File: src/sv/hbcd_pkg.sv
// Types, constants and codes of the hashed buffer cache directory.
// Used by hbcd_store, hbcd_seq and hashed_buffer_cache_directory.
package hbcd_pkg;

   localparam int NUM_SETS = 64;
   localparam int WAYS     = 8;
   localparam int SET_W    = $clog2(NUM_SETS);
   localparam int WAY_W    = $clog2(WAYS);
   localparam int ENT_W    = SET_W + WAY_W;
   localparam int NUM_ENT  = NUM_SETS * WAYS;
   localparam int HASH_MUL = 1009;

   localparam logic [2:0] OP_GET   = 3'd0;
   localparam logic [2:0] OP_MARK  = 3'd1;
   localparam logic [2:0] OP_CLEAR = 3'd2;
   localparam logic [2:0] OP_INVAL = 3'd3;
   localparam logic [2:0] OP_REL   = 3'd4;
   localparam logic [2:0] OP_SCAN  = 3'd5;

   localparam logic [3:0] ST_HIT       = 4'd0;
   localparam logic [3:0] ST_FILL_READ = 4'd1;
   localparam logic [3:0] ST_FILL_INIT = 4'd2;
   localparam logic [3:0] ST_PROBE     = 4'd3;
   localparam logic [3:0] ST_VICTIM    = 4'd4;
   localparam logic [3:0] ST_ALL_RES   = 4'd5;
   localparam logic [3:0] ST_DONE      = 4'd6;
   localparam logic [3:0] ST_WRITE_DUE = 4'd7;
   localparam logic [3:0] ST_NONE      = 4'd8;

   localparam int MK_READ  = 0;
   localparam int MK_PROBE = 1;
   localparam int MK_RES   = 2;
   localparam int MK_IMM   = 3;
   localparam int MK_DIRTY = 4;

   typedef struct packed {
      logic [7:0]  dev;
      logic [31:0] addr;
      logic        valid;
      logic [4:0]  marks;
   } entry_type;

   typedef struct packed {
      logic [ENT_W-1:0] rd_idx;
      logic [SET_W-1:0] head_rd_set;
      logic             data_we;
      logic [ENT_W-1:0] data_idx;
      entry_type        data_val;
      logic             next_we;
      logic [ENT_W-1:0] next_idx;
      logic [WAY_W-1:0] next_val;
      logic             prev_we;
      logic [ENT_W-1:0] prev_idx;
      logic [WAY_W-1:0] prev_val;
      logic             head_we;
      logic [SET_W-1:0] head_set;
      logic [WAY_W-1:0] head_val;
   } mem_ctl_type;

   typedef struct packed {
      entry_type        data;
      logic [WAY_W-1:0] next;
      logic [WAY_W-1:0] prev;
      logic [WAY_W-1:0] head;
   } mem_rd_type;

   typedef struct packed {
      logic [3:0]       status;
      logic [SET_W-1:0] set;
      logic [WAY_W-1:0] way;
      logic [7:0]       dev;
      logic [31:0]      addr;
      logic             more;
   } rsp_type;

endpackage

File: src/sv/hbcd_seq.sv
// Sequencer of the directory: clearing pass, set walks, relinking, results.
// Depends on hbcd_pkg; drives hbcd_store through one control word.
module hbcd_seq (
   input  logic                            clock,
   input  logic                            reset,
   input  logic                            start,
   output logic                            busy,
   input  logic [2:0]                      opcode,
   input  logic [7:0]                      dev_num,
   input  logic [31:0]                     block_addr,
   input  logic [3:0]                      flags,
   input  logic [hbcd_pkg::SET_W-1:0]      set_sel,
   input  logic [hbcd_pkg::WAY_W-1:0]      way_sel,
   output hbcd_pkg::mem_ctl_type           ctl,
   input  hbcd_pkg::mem_rd_type            rd,
   output logic                            rsp_valid,
   output hbcd_pkg::rsp_type               rsp
);

   typedef enum logic [3:0] {
      S_CLR, S_IDLE, S_HEAD, S_HEAD2, S_WALK_RD, S_WALK_CHK, S_REL1, S_REL2,
      S_REL3, S_VIC_RD, S_VIC_CHK, S_SCAN_RD, S_SCAN_CHK, S_ENT_RD, S_ENT_DO
   } state_type;

   localparam int SW = hbcd_pkg::SET_W;
   localparam int WW = hbcd_pkg::WAY_W;
   localparam int EW = hbcd_pkg::ENT_W;
   localparam logic [WW-1:0] LAST_STEP = WW'(hbcd_pkg::WAYS - 1);

   state_type state_ff, state_in;
   logic [2:0]  op_ff, op_in;
   logic [7:0]  dev_ff, dev_in;
   logic [31:0] addr_ff, addr_in;
   logic [3:0]  flags_ff, flags_in;
   logic [SW-1:0] set_ff, set_in;
   logic [WW-1:0] s_ff, s_in, p_ff, p_in, sp0_ff, sp0_in, pn_ff, pn_in, pp_ff, pp_in;
   logic [WW-1:0] cnt_ff, cnt_in, last_ff, last_in;
   logic [1:0]  found_ff, found_in;
   logic [7:0]  ldev_ff, ldev_in;
   logic [31:0] laddr_ff, laddr_in;
   hbcd_pkg::entry_type ent_ff, ent_in;
   logic [EW-1:0] clr_ff, clr_in;
   logic rsp_valid_ff, rsp_valid_in;
   hbcd_pkg::rsp_type rsp_ff, rsp_in;

   logic [17:0]   hash_prod;
   logic [SW-1:0] hash_set;
   logic [WW-1:0] vp, sp;
   hbcd_pkg::entry_type q;
   logic hit;

   assign hash_prod = 18'(dev_num) * 18'(hbcd_pkg::HASH_MUL);
   assign hash_set  = block_addr[SW-1:0] + hash_prod[SW-1:0];
   assign q   = rd.data;
   assign hit = q.valid && (q.dev == dev_ff) && (q.addr == addr_ff);
   assign vp  = (cnt_ff == '0) ? rd.prev : sp0_ff;
   assign sp  = (pn_ff == s_ff) ? pp_ff : sp0_ff;

   always_comb begin
      state_in = state_ff; op_in = op_ff; dev_in = dev_ff; addr_in = addr_ff;
      flags_in = flags_ff; set_in = set_ff; s_in = s_ff; p_in = p_ff;
      sp0_in = sp0_ff; pn_in = pn_ff; pp_in = pp_ff; cnt_in = cnt_ff;
      last_in = last_ff; found_in = found_ff; ldev_in = ldev_ff;
      laddr_in = laddr_ff; ent_in = ent_ff; clr_in = clr_ff;
      rsp_valid_in = 1'b0; rsp_in = rsp_ff;
      ctl = '0;
      ctl.rd_idx = {set_ff, p_ff};
      ctl.head_rd_set = set_ff;
      case (state_ff)
         S_CLR: begin
            ctl.data_we  = 1'b1;
            ctl.data_idx = clr_ff;
            ctl.next_we  = 1'b1;
            ctl.next_idx = clr_ff;
            ctl.next_val = clr_ff[WW-1:0] + WW'(1);
            ctl.prev_we  = 1'b1;
            ctl.prev_idx = clr_ff;
            ctl.prev_val = clr_ff[WW-1:0] - WW'(1);
            ctl.head_we  = 1'b1;
            ctl.head_set = clr_ff[EW-1:WW];
            clr_in = clr_ff + EW'(1);
            if (clr_ff == '1) begin
               state_in = S_IDLE;
            end
         end
         S_IDLE: begin
            if (start) begin
               op_in = opcode; dev_in = dev_num; addr_in = block_addr;
               flags_in = flags; p_in = way_sel; cnt_in = '0;
               found_in = '0; last_in = '0;
               case (opcode)
                  hbcd_pkg::OP_GET: begin
                     set_in = hash_set;
                     state_in = S_HEAD;
                  end
                  hbcd_pkg::OP_SCAN: begin
                     set_in = set_sel;
                     state_in = S_HEAD;
                  end
                  hbcd_pkg::OP_MARK, hbcd_pkg::OP_CLEAR, hbcd_pkg::OP_INVAL,
                  hbcd_pkg::OP_REL: begin
                     set_in = set_sel;
                     state_in = S_ENT_RD;
                  end
                  default: begin
                     rsp_valid_in = 1'b1;
                     rsp_in = '{hbcd_pkg::ST_DONE, '0, '0, '0, '0, 1'b0};
                  end
               endcase
            end
         end
         S_HEAD: begin
            state_in = S_HEAD2;
         end
         S_HEAD2: begin
            s_in = rd.head;
            p_in = rd.head;
            state_in = (op_ff == hbcd_pkg::OP_SCAN) ? S_SCAN_RD : S_WALK_RD;
         end
         S_WALK_RD: begin
            state_in = S_WALK_CHK;
         end
         S_WALK_CHK: begin
            if (cnt_ff == '0) begin
               sp0_in = rd.prev;
            end
            if (hit) begin
               ent_in = q;
               ent_in.marks = q.marks | {1'b0, flags_ff};
               if (p_ff == s_ff) begin
                  ctl.data_we  = 1'b1;
                  ctl.data_idx = {set_ff, p_ff};
                  ctl.data_val = ent_in;
                  rsp_valid_in = 1'b1;
                  rsp_in = '{hbcd_pkg::ST_HIT, set_ff, p_ff, q.dev, q.addr, 1'b0};
                  state_in = S_IDLE;
               end else begin
                  pn_in = rd.next;
                  pp_in = rd.prev;
                  state_in = S_REL1;
               end
            end else if ((rd.next == s_ff) || (cnt_ff == LAST_STEP)) begin
               if (flags_ff[hbcd_pkg::MK_PROBE]) begin
                  rsp_valid_in = 1'b1;
                  rsp_in = '{hbcd_pkg::ST_PROBE, set_ff, '0, '0, '0, 1'b0};
                  state_in = S_IDLE;
               end else begin
                  p_in = vp;
                  cnt_in = '0;
                  state_in = S_VIC_RD;
               end
            end else begin
               p_in = rd.next;
               cnt_in = cnt_ff + WW'(1);
               state_in = S_WALK_RD;
            end
         end
         S_REL1: begin
            ctl.next_we  = 1'b1;
            ctl.next_idx = {set_ff, pp_ff};
            ctl.next_val = pn_ff;
            ctl.prev_we  = 1'b1;
            ctl.prev_idx = {set_ff, pn_ff};
            ctl.prev_val = pp_ff;
            state_in = S_REL2;
         end
         S_REL2: begin
            ctl.next_we  = 1'b1;
            ctl.next_idx = {set_ff, p_ff};
            ctl.next_val = s_ff;
            ctl.prev_we  = 1'b1;
            ctl.prev_idx = {set_ff, p_ff};
            ctl.prev_val = sp;
            state_in = S_REL3;
         end
         S_REL3: begin
            ctl.next_we  = 1'b1;
            ctl.next_idx = {set_ff, sp};
            ctl.next_val = p_ff;
            ctl.prev_we  = 1'b1;
            ctl.prev_idx = {set_ff, s_ff};
            ctl.prev_val = p_ff;
            ctl.head_we  = 1'b1;
            ctl.head_set = set_ff;
            ctl.head_val = p_ff;
            ctl.data_we  = 1'b1;
            ctl.data_idx = {set_ff, p_ff};
            ctl.data_val = ent_ff;
            rsp_valid_in = 1'b1;
            rsp_in = '{hbcd_pkg::ST_HIT, set_ff, p_ff, ent_ff.dev, ent_ff.addr, 1'b0};
            state_in = S_IDLE;
         end
         S_VIC_RD: begin
            state_in = S_VIC_CHK;
         end
         S_VIC_CHK: begin
            if (q.marks[hbcd_pkg::MK_RES]) begin
               if ((p_ff == s_ff) || (cnt_ff == LAST_STEP)) begin
                  rsp_valid_in = 1'b1;
                  rsp_in = '{hbcd_pkg::ST_ALL_RES, set_ff, '0, '0, '0, 1'b0};
                  state_in = S_IDLE;
               end else begin
                  p_in = rd.prev;
                  cnt_in = cnt_ff + WW'(1);
                  state_in = S_VIC_RD;
               end
            end else if (q.marks[hbcd_pkg::MK_DIRTY]) begin
               rsp_valid_in = 1'b1;
               rsp_in = '{hbcd_pkg::ST_VICTIM, set_ff, p_ff, q.dev, q.addr, 1'b0};
               state_in = S_IDLE;
            end else begin
               ctl.head_we  = 1'b1;
               ctl.head_set = set_ff;
               ctl.head_val = p_ff;
               ctl.data_we  = 1'b1;
               ctl.data_idx = {set_ff, p_ff};
               ctl.data_val = '{dev_ff, addr_ff, 1'b1, {1'b0, flags_ff}};
               rsp_valid_in = 1'b1;
               rsp_in = '{(flags_ff[hbcd_pkg::MK_READ] ? hbcd_pkg::ST_FILL_READ
                                                       : hbcd_pkg::ST_FILL_INIT),
                          set_ff, p_ff, dev_ff, addr_ff, 1'b0};
               state_in = S_IDLE;
            end
         end
         S_SCAN_RD: begin
            state_in = S_SCAN_CHK;
         end
         S_SCAN_CHK: begin
            logic [1:0] f;
            logic [WW-1:0] l;
            logic [7:0] d;
            logic [31:0] a;
            f = found_ff; l = last_ff; d = ldev_ff; a = laddr_ff;
            if (q.marks[hbcd_pkg::MK_DIRTY]) begin
               f = (found_ff == 2'd2) ? 2'd2 : found_ff + 2'd1;
               l = p_ff; d = q.dev; a = q.addr;
            end
            found_in = f; last_in = l; ldev_in = d; laddr_in = a;
            if ((rd.next == s_ff) || (cnt_ff == LAST_STEP)) begin
               rsp_valid_in = 1'b1;
               if (f == 2'd0) begin
                  rsp_in = '{hbcd_pkg::ST_NONE, set_ff, '0, '0, '0, 1'b0};
               end else begin
                  rsp_in = '{hbcd_pkg::ST_WRITE_DUE, set_ff, l, d, a, (f == 2'd2)};
               end
               state_in = S_IDLE;
            end else begin
               p_in = rd.next;
               cnt_in = cnt_ff + WW'(1);
               state_in = S_SCAN_RD;
            end
         end
         S_ENT_RD: begin
            state_in = S_ENT_DO;
         end
         S_ENT_DO: begin
            rsp_valid_in = 1'b1;
            rsp_in = '{hbcd_pkg::ST_DONE, set_ff, p_ff, q.dev, q.addr, 1'b0};
            ctl.data_idx = {set_ff, p_ff};
            ctl.data_val = q;
            case (op_ff)
               hbcd_pkg::OP_MARK: begin
                  ctl.data_we = 1'b1;
                  ctl.data_val.marks[hbcd_pkg::MK_DIRTY] = 1'b1;
               end
               hbcd_pkg::OP_CLEAR: begin
                  ctl.data_we = 1'b1;
                  ctl.data_val.marks[hbcd_pkg::MK_DIRTY] = 1'b0;
                  ctl.data_val.marks[hbcd_pkg::MK_IMM] = 1'b0;
               end
               hbcd_pkg::OP_INVAL: begin
                  ctl.data_we = 1'b1;
                  ctl.data_val = '0;
               end
               default: begin
                  if (q.marks[hbcd_pkg::MK_IMM]) begin
                     rsp_in.status = hbcd_pkg::ST_WRITE_DUE;
                  end
               end
            endcase
            state_in = S_IDLE;
         end
         default: begin
            state_in = S_IDLE;
         end
      endcase
   end

   always_ff @(posedge clock) begin
      if (reset) begin
         state_ff <= S_CLR;
         clr_ff <= '0;
         rsp_valid_ff <= 1'b0;
      end else begin
         state_ff <= state_in;
         clr_ff <= clr_in;
         rsp_valid_ff <= rsp_valid_in;
      end
      op_ff <= op_in; dev_ff <= dev_in; addr_ff <= addr_in; flags_ff <= flags_in;
      set_ff <= set_in; s_ff <= s_in; p_ff <= p_in; sp0_ff <= sp0_in;
      pn_ff <= pn_in; pp_ff <= pp_in; cnt_ff <= cnt_in; last_ff <= last_in;
      found_ff <= found_in; ldev_ff <= ldev_in; laddr_ff <= laddr_in;
      ent_ff <= ent_in; rsp_ff <= rsp_in;
   end

   assign busy = (state_ff != S_IDLE);
   assign rsp_valid = rsp_valid_ff;
   assign rsp = rsp_ff;

endmodule

File: config.mk
export PLATFORM = sky130hd
export DESIGN_NAME = hbcd_seq
export DESIGN_NICKNAME = d
export VERILOG_FILES = /design/src/sv/hbcd_pkg.sv /design/src/sv/hbcd_seq.sv
export SDC_FILE = /design/constraint.sdc
export NUM_CORES = 1
export LEC_CHECK = 0
export BUFFER_PORTS_ARGS = -buffer_cell sky130_fd_sc_hd__buf_2
export CORE_MARGIN = 4
export CORE_UTILIZATION = 40
export CTS_CLUSTER_SIZE = 24
export DETAILED_ROUTE_END_ITERATION = 8
export GPL_TIMING_DRIVEN = 1
export SYNTH_ARGS = -nofsm -noshare
export SYNTH_HDL_FRONTEND = slang
export SYNTH_SLANG_ARGS = --single-unit
File: constraint.sdc
create_clock -name clock -period 9.42 [get_ports clock]
set_input_delay 0.471 -clock clock [delete_from_list [all_inputs] [get_ports clock]]
set_output_delay 0.471 -clock clock [all_outputs]
set_load 0.01 [all_outputs]
==> impl_metrics.py, run 1 <==
metrics = {
    "critical_path": {
        "cp-end-kind": "output port",
        "r2r_cells": 7,
        "path_max_fanout": 34,
        "path_buf_inv": 1,
        "crit_family": "simple AND/OR/NAND/NOR gates",
        "crit_cells": 6,
        "cp_cell_sequence": "nor2b_1, nand3_1, a21oi_1, nand2b_2, a221o_1, buf_2",
        "critPathArrivalTime_ns": 3.68,
        "critical_path_class": "flip-flop to output port",
        "r2r-end": "rsp[7]",
        "rr_startpoint": "addr_ff[20]",
        "cp_slowest_stage_delay_ns": 0.77,
        "crit_start": "state_ff[1]",
        "regToRegSetupSlack_ns": 5.79,
        "cp_slowest_cell": "dfxtp_1",
        "required_ns": 8.95,
        "startpoint_type": "flip-flop",
    },
    "global_routing": {
        "grt_max_degree": 56,
        "antenna_found_initial": 2,
        "grt_pass1_wl_microns": 52300,
        "first_global_vias": 8725,
        "grt_use_total_pct": 21.3,
        "grt.overflow.total": 0,
    },
    "route": {
        "route.met3.wl_microns": 2610,
        "drc": 0,
        "routed_via_density": 5.63,
        "wl_microns": 35400,
        "wl_met2_microns": 16700,
        "top_layer": "met5",
        "dr.pass1.iters": 5,
        "drtIter0Drc": 659,
        "wl_met1_microns": 15500,
        "antenna_left": 0,
        "wl_per_cell_microns": 22.5,
        "num_vias": 8858,
    },
    "cells_and_area": {
        "final_cell_area_sq_um": 14100,
        "final_cells": 1574,
        "final_nets": 1304,
        "area_growth_pct": 20.8,
        "antennaDiodeCount": 0,
        "final_util_pct": 49.1,
        "drive_gt1_share_pct": 33.5,
    },
    "worst_hold_path": {
        "whs_endpoint": "addr_ff[21]",
        "hp-class": "input port to flip-flop",
        "hold_depth": 1,
        "worstHoldStart": "block_addr[21]",
    },
    "timing": {
        "period_share_pct": 44.0,
        "maxSlewHeadroom_pct": 40.0,
        "slew_viol_final": 0,
        "fin_worst_skew_ns": 0.0250,
        "holdWs_ns": 0.104,
        "hold_violations": 0,
        "fin_setup_tns_ns": 0,
        "fmax_ghz": 0.241,
        "tightest_slew_ns": 0.900,
        "fin_ws_ns": 5.27,
        "finalCriticalPeriod_ns": 4.15,
        "rsz0062_at_grt": "no",
        "setup_viol": 0,
    },
    "place": {
        "portBuffers": 276,
        "dp_hpwl_microns": 24800,
        "place_area_sq_um": 13300,
        "dp_cells": 1528,
        "place_congestion": 0.860,
        "dpl_worst_slack_ns": 5.63,
    },
    "die": {
        "core_sq_um": 28800,
        "die_h_microns": 179,
        "fp-row-count": 62,
        "die_w_microns": 179,
        "initial_core_util_pct": 40.6,
        "die-area_sq_um": 32000,
        "io_pins": 277,
    },
    "logic_synthesis": {
        "synth-seq-cells": 230,
        "syn_inst": 916,
        "ys_warn_count": 0,
        "synth_area_sq_um": 11700,
        "async_reset_ff_share_pct": 0,
        "synth-seq-area-share_pct": 57.9,
        "ys_types": 66,
        "avgSynthCellArea_sq_um": 12.8,
        "synth_edf_count": 216,
        "synth_nets": 1048,
        "synth_flop_cell": "edfxtp_1",
    },
    "clock_network": {
        "clock_latency_ns": 0.54,
        "post_cts_buffers": 0,
        "postCtsHoldBufs": 0,
        "htreeDepth": 1,
        "tritoncts": "built",
        "numCtsBuffers": 26,
        "cts_root_buf": "clkbuf_16",
        "clk_path_buf_depth": 3,
        "cts_resized": 0,
        "clkSinkCount": 230,
        "clkTransAtPathRegs_ns": 0.06,
    },
    "pwr": {
        "p_total_mw": 2.20,
        "ir_drop_mv": 0.112,
        "power_density_nw_per_um2": 156,
        "power_leakage_nw": 5.70,
    },
    "flow_run": {
        "cap_viol_max_count": 0,
    },
    "status": {
        "status": "complete, no violations",
    },
}
-- layout by cell type (no fill, tap or decap), types with 4 or more instances in the layout --
master	count
and2_1	6
o21ai_1	22
edfxtp_1	216
a21oi_1	22
a21o_1	35
xor2_1	15
clkinv_2	5
a22o_1	52
mux2i_1	10
o21ai_0	19
nor2_1	31
inv_2	6
mux2_2	47
nand4_1	22
nand2b_1	16
a31oi_1	4
nand2_1	51
nand3_1	21
o211ai_1	6
clkinv_1	5
o31ai_1	4
nor4_4	4
nor3_1	10
nor2b_1	14
or2_2	4
clkbuf_16	26
ha_1	17
dfxtp_1	14
xnor2_1	51
a222oi_1	4
clkbuf_1	7
inv_1	23
a22oi_1	13
and3_1	15
buf_2	276
buf_4	10
a221o_1	38
-- state kept, by name (all words and copies together) (netlist names), 2 cells and up --
name	cells
set_ff	6
found_ff	2
flags_ff	4
cnt_ff	3
sp0_ff	3
rsp	54
op_ff	3
pn_ff	3
state_ff	4
s_ff	3
last_ff	3
pp_ff	3
ent_ff	46
ldev_ff	8
dev_ff	8
addr_ff	32
p_ff	3
laddr_ff	32
clr_ff	9
-- where the power goes --
part	leakage [nW]	switching (mW)	internal, mW
Clock	0.388	0.401	0.548
Combinational	3.29	0.0752	0.0597
Sequential	2.03	0.00187	1.11
Total	5.70	0.478	1.72
-- cell families after synthesis --
| family | share of synthesized area, % |
|---|---|
| AO/OA/AOI/OAI | 15.5 |
| flip-flops | 57.9 |
| AND/OR/NAND/NOR | 10.5 |
| buffers and inverters | 3.72 |
| XOR/XNOR | 4.94 |
| multiplexers | 5.38 |
| adder cells (fa/ha/maj) | 1.99 |
-- layout make-up --
class	instances	area [sq um]
tap	384	480
clock inverter	11	85.1
clock buffer	35	704
timing repair buffer	286	1460
inverter	30	114
fill	2629	14700
sequential	230	6770
multi-input combinational	598	4520
-- synthesized netlist by cell type, drive strengths merged (14+ instances only) --
cell type    n  area share (%)
edfxtp     216              55
nand2       53             1.7
a22o        52             3.9
xnor2       51             3.8
mux2        47             4.5
o21ai       41             1.8
a221o       38             3.3
buf         38             2.1
a21o        35             2.2
nor2        34             1.1
inv         29            0.93
nand3       24             1.2
nand4       24             1.5
a21oi       22            0.94
clkbuf      20            0.66
ha          17             1.8
nand2b      17            0.91
and3        15            0.80
xor2        15             1.1
dfxtp       14             2.4
nor2b       14            0.75
-- worst max path at each step --
stage               endpoint  slack [ns]
floorplan             rsp[0]        6.36
global placement      rsp[6]        5.56
detailed placement    rsp[6]        5.63
CTS                  ctl[37]        5.27
global route         ctl[37]        5.02
finish               ctl[37]        5.27
-- per-layer routing --
metal  vias up  GRT usage, %
met2       381          34.9
met5         -             0
met1      4372          30.1
li1       4058             -
met4         4          4.32
met3        43          3.67
Note: power is estimated with default switching activity, not from simulation.
==> inputs of run 2 (changes only) <==
==> constraint.sdc (replaced) <==
create_clock -name clock -period 4.3 [get_ports clock]
set_input_delay 0.215 -clock clock [delete_from_list [all_inputs] [get_ports clock]]
set_output_delay 0.215 -clock clock [all_outputs]
set_load 0.01 [all_outputs]
==> impl_metrics.py, run 2 (same netlist as run 1, synthesis figures left out) <==
metrics = {
    "global_routing": {
        "antenna_found_initial": 0,
        "grt_pass1_wl_microns": 54400,
        "grt_use_total_pct": 22.2,
        "grt_max_degree": 46,
        "first_global_vias": 9105,
        "grt.overflow.total": 0,
    },
    "pwr": {
        "power_density_nw_per_um2": 324,
        "pwr-share-clk_pct": 43.0,
        "power.share.switching_pct": 21.8,
        "p_total_mw": 4.95,
        "power_leakage_nw": 6.17,
        "ir_drop_mv": 0.266,
        "switchingPower_mw": 1.08,
        "seq_power_share_pct": 49.4,
        "p_int_mw": 3.87,
        "p_comb_share_pct": 7.6,
    },
    "place": {
        "place_area_sq_um": 13400,
        "portBuffers": 276,
        "dp_hpwl_microns": 26000,
        "place_congestion": 0.878,
        "dp_cells": 1531,
        "dpl_worst_slack_ns": 1.04,
    },
    "timing": {
        "hold_violations": 0,
        "fmax_ghz": 0.260,
        "finalCriticalPeriod_ns": 3.84,
        "rsz0062_at_grt": "no",
        "fin_worst_skew_ns": 0.0273,
        "fin_setup_tns_ns": 0,
        "slew_viol_final": 0,
        "period_share_pct": 89.4,
        "setup_viol": 0,
        "tightest_slew_ns": 0.911,
        "holdWs_ns": 0.0441,
        "maxSlewHeadroom_pct": 39.3,
        "fin_ws_ns": 0.458,
    },
    "route": {
        "dr.pass1.iters": 5,
        "drc": 0,
        "wl_met2_microns": 17200,
        "antenna_left": 0,
        "num_vias": 9361,
        "route.met3.wl_microns": 2770,
        "wl_microns": 37000,
        "routed_via_density": 5.56,
        "drtIter0Drc": 703,
        "wl_met1_microns": 15700,
        "top_layer": "met4",
        "wl_per_cell_microns": 22.0,
    },
    "clock_network": {
        "clkTransAtPathRegs_ns": 0.06,
        "cts_root_buf": "clkbuf_16",
        "clock_latency_ns": 0.55,
        "clk_path_buf_depth": 3,
        "htreeDepth": 1,
        "tritoncts": "built",
        "numCtsBuffers": 26,
        "clkSinkCount": 230,
    },
    "worst_hold_path": {
        "hp-class": "input port to flip-flop",
        "hold_depth": 2,
        "worstHoldStart": "reset",
        "whs_endpoint": "clr_ff[2]",
    },
    "cells_and_area": {
        "area_growth_pct": 30.6,
        "final_util_pct": 53.1,
        "antennaDiodeCount": 0,
        "fillers": 2488,
        "multiInputGateArea_sq_um": 4520,
        "final_cell_area_sq_um": 15300,
        "regArea_sq_um": 6770,
        "final_cells": 1684,
        "final_cell_mix": "buf_2, edfxtp_1, dlygate4sd3_1, a22o_1",
        "largest_reg_flops": 54,
        "final_common_cell": "buf_2",
        "drive_gt1_share_pct": 31.0,
        "final_nets": 1413,
    },
    "critical_path": {
        "regToRegSetupSlack_ns": 1.10,
        "required_ns": 4.09,
        "path_max_fanout": 34,
        "startpoint_type": "flip-flop",
        "rr_startpoint": "addr_ff[20]",
        "critPathArrivalTime_ns": 3.63,
        "r2r_cells": 7,
        "cp-end-kind": "output port",
        "r2r-end": "rsp[44]",
        "critical_path_class": "flip-flop to output port",
    },
    "die": {
        "initial_core_util_pct": 40.6,
        "fp-row-count": 62,
        "die-area_sq_um": 32000,
        "io_pins": 277,
        "core_sq_um": 28800,
        "die_w_microns": 179,
        "die_h_microns": 179,
    },
    "status": {
        "status": "complete, no violations",
    },
    "flow_run": {
        "cap_viol_max_count": 0,
    },
}
[run 2: layout make-up]
type / count / area share (%)
clock buffers: 32 / 4.41
inverters: 30 / 0.746
multi-input cells: 598 / 29.6
flip-flops and latches: 230 / 44.3
well taps: 384 / 3.15
repair buffers: 395 / 16.9
clock inverters: 15 / 0.950
[run 2: worst max path at each step]
stage                startpoint  endpoint  slack [ns]  cells past startpoint
global route        state_ff[2]   ctl[38]        0.25                      9
finish              state_ff[2]   ctl[52]        0.46                      9
floorplan           state_ff[3]    rsp[0]        1.24                      7
global placement    state_ff[2]   ctl[52]        1.07                      9
detailed placement  state_ff[2]   ctl[52]        1.04                      9
CTS                 state_ff[2]   ctl[52]        0.48                      9
[run 2: critical path, stage by stage (launching register included)]
cell and delay, ns:
dfxtp_1 0.74, inv_2 0.14, nor2_1 0.26, nand2_2 0.17, clkinv_2 0.19, and2_1 0.23, nand4_4 0.21, nand2b_2 0.72
a21o_1 0.27, buf_2 0.14
[run 2: layer usage]
metal	GRT usage, %	up-vias
met2	35.2	456
met1	30.7	4547
met4	8.03	0
met5	0	-
met3	4.09	74
li1	-	4284
[run 2: what timing repair did]
item / in CTS / in global routing
buffers inserted: 0 / 0
endpoints found under the hold margin: 106 / 0
hold buffers: 106 / 0
resized for setup: 0 / 0
[run 2: power groups by stage]
stage / Clock [mW] / Sequential (mW) / Combinational, mW
after floorplan: 0 / 2.49 / 0.154
after global placement: 0 / 2.49 / 0.295
after detailed placement: 0 / 2.49 / 0.298
after CTS: 2.17 / 2.44 / 0.374
after global routing: 2.26 / 2.44 / 0.411
final: 2.13 / 2.44 / 0.377
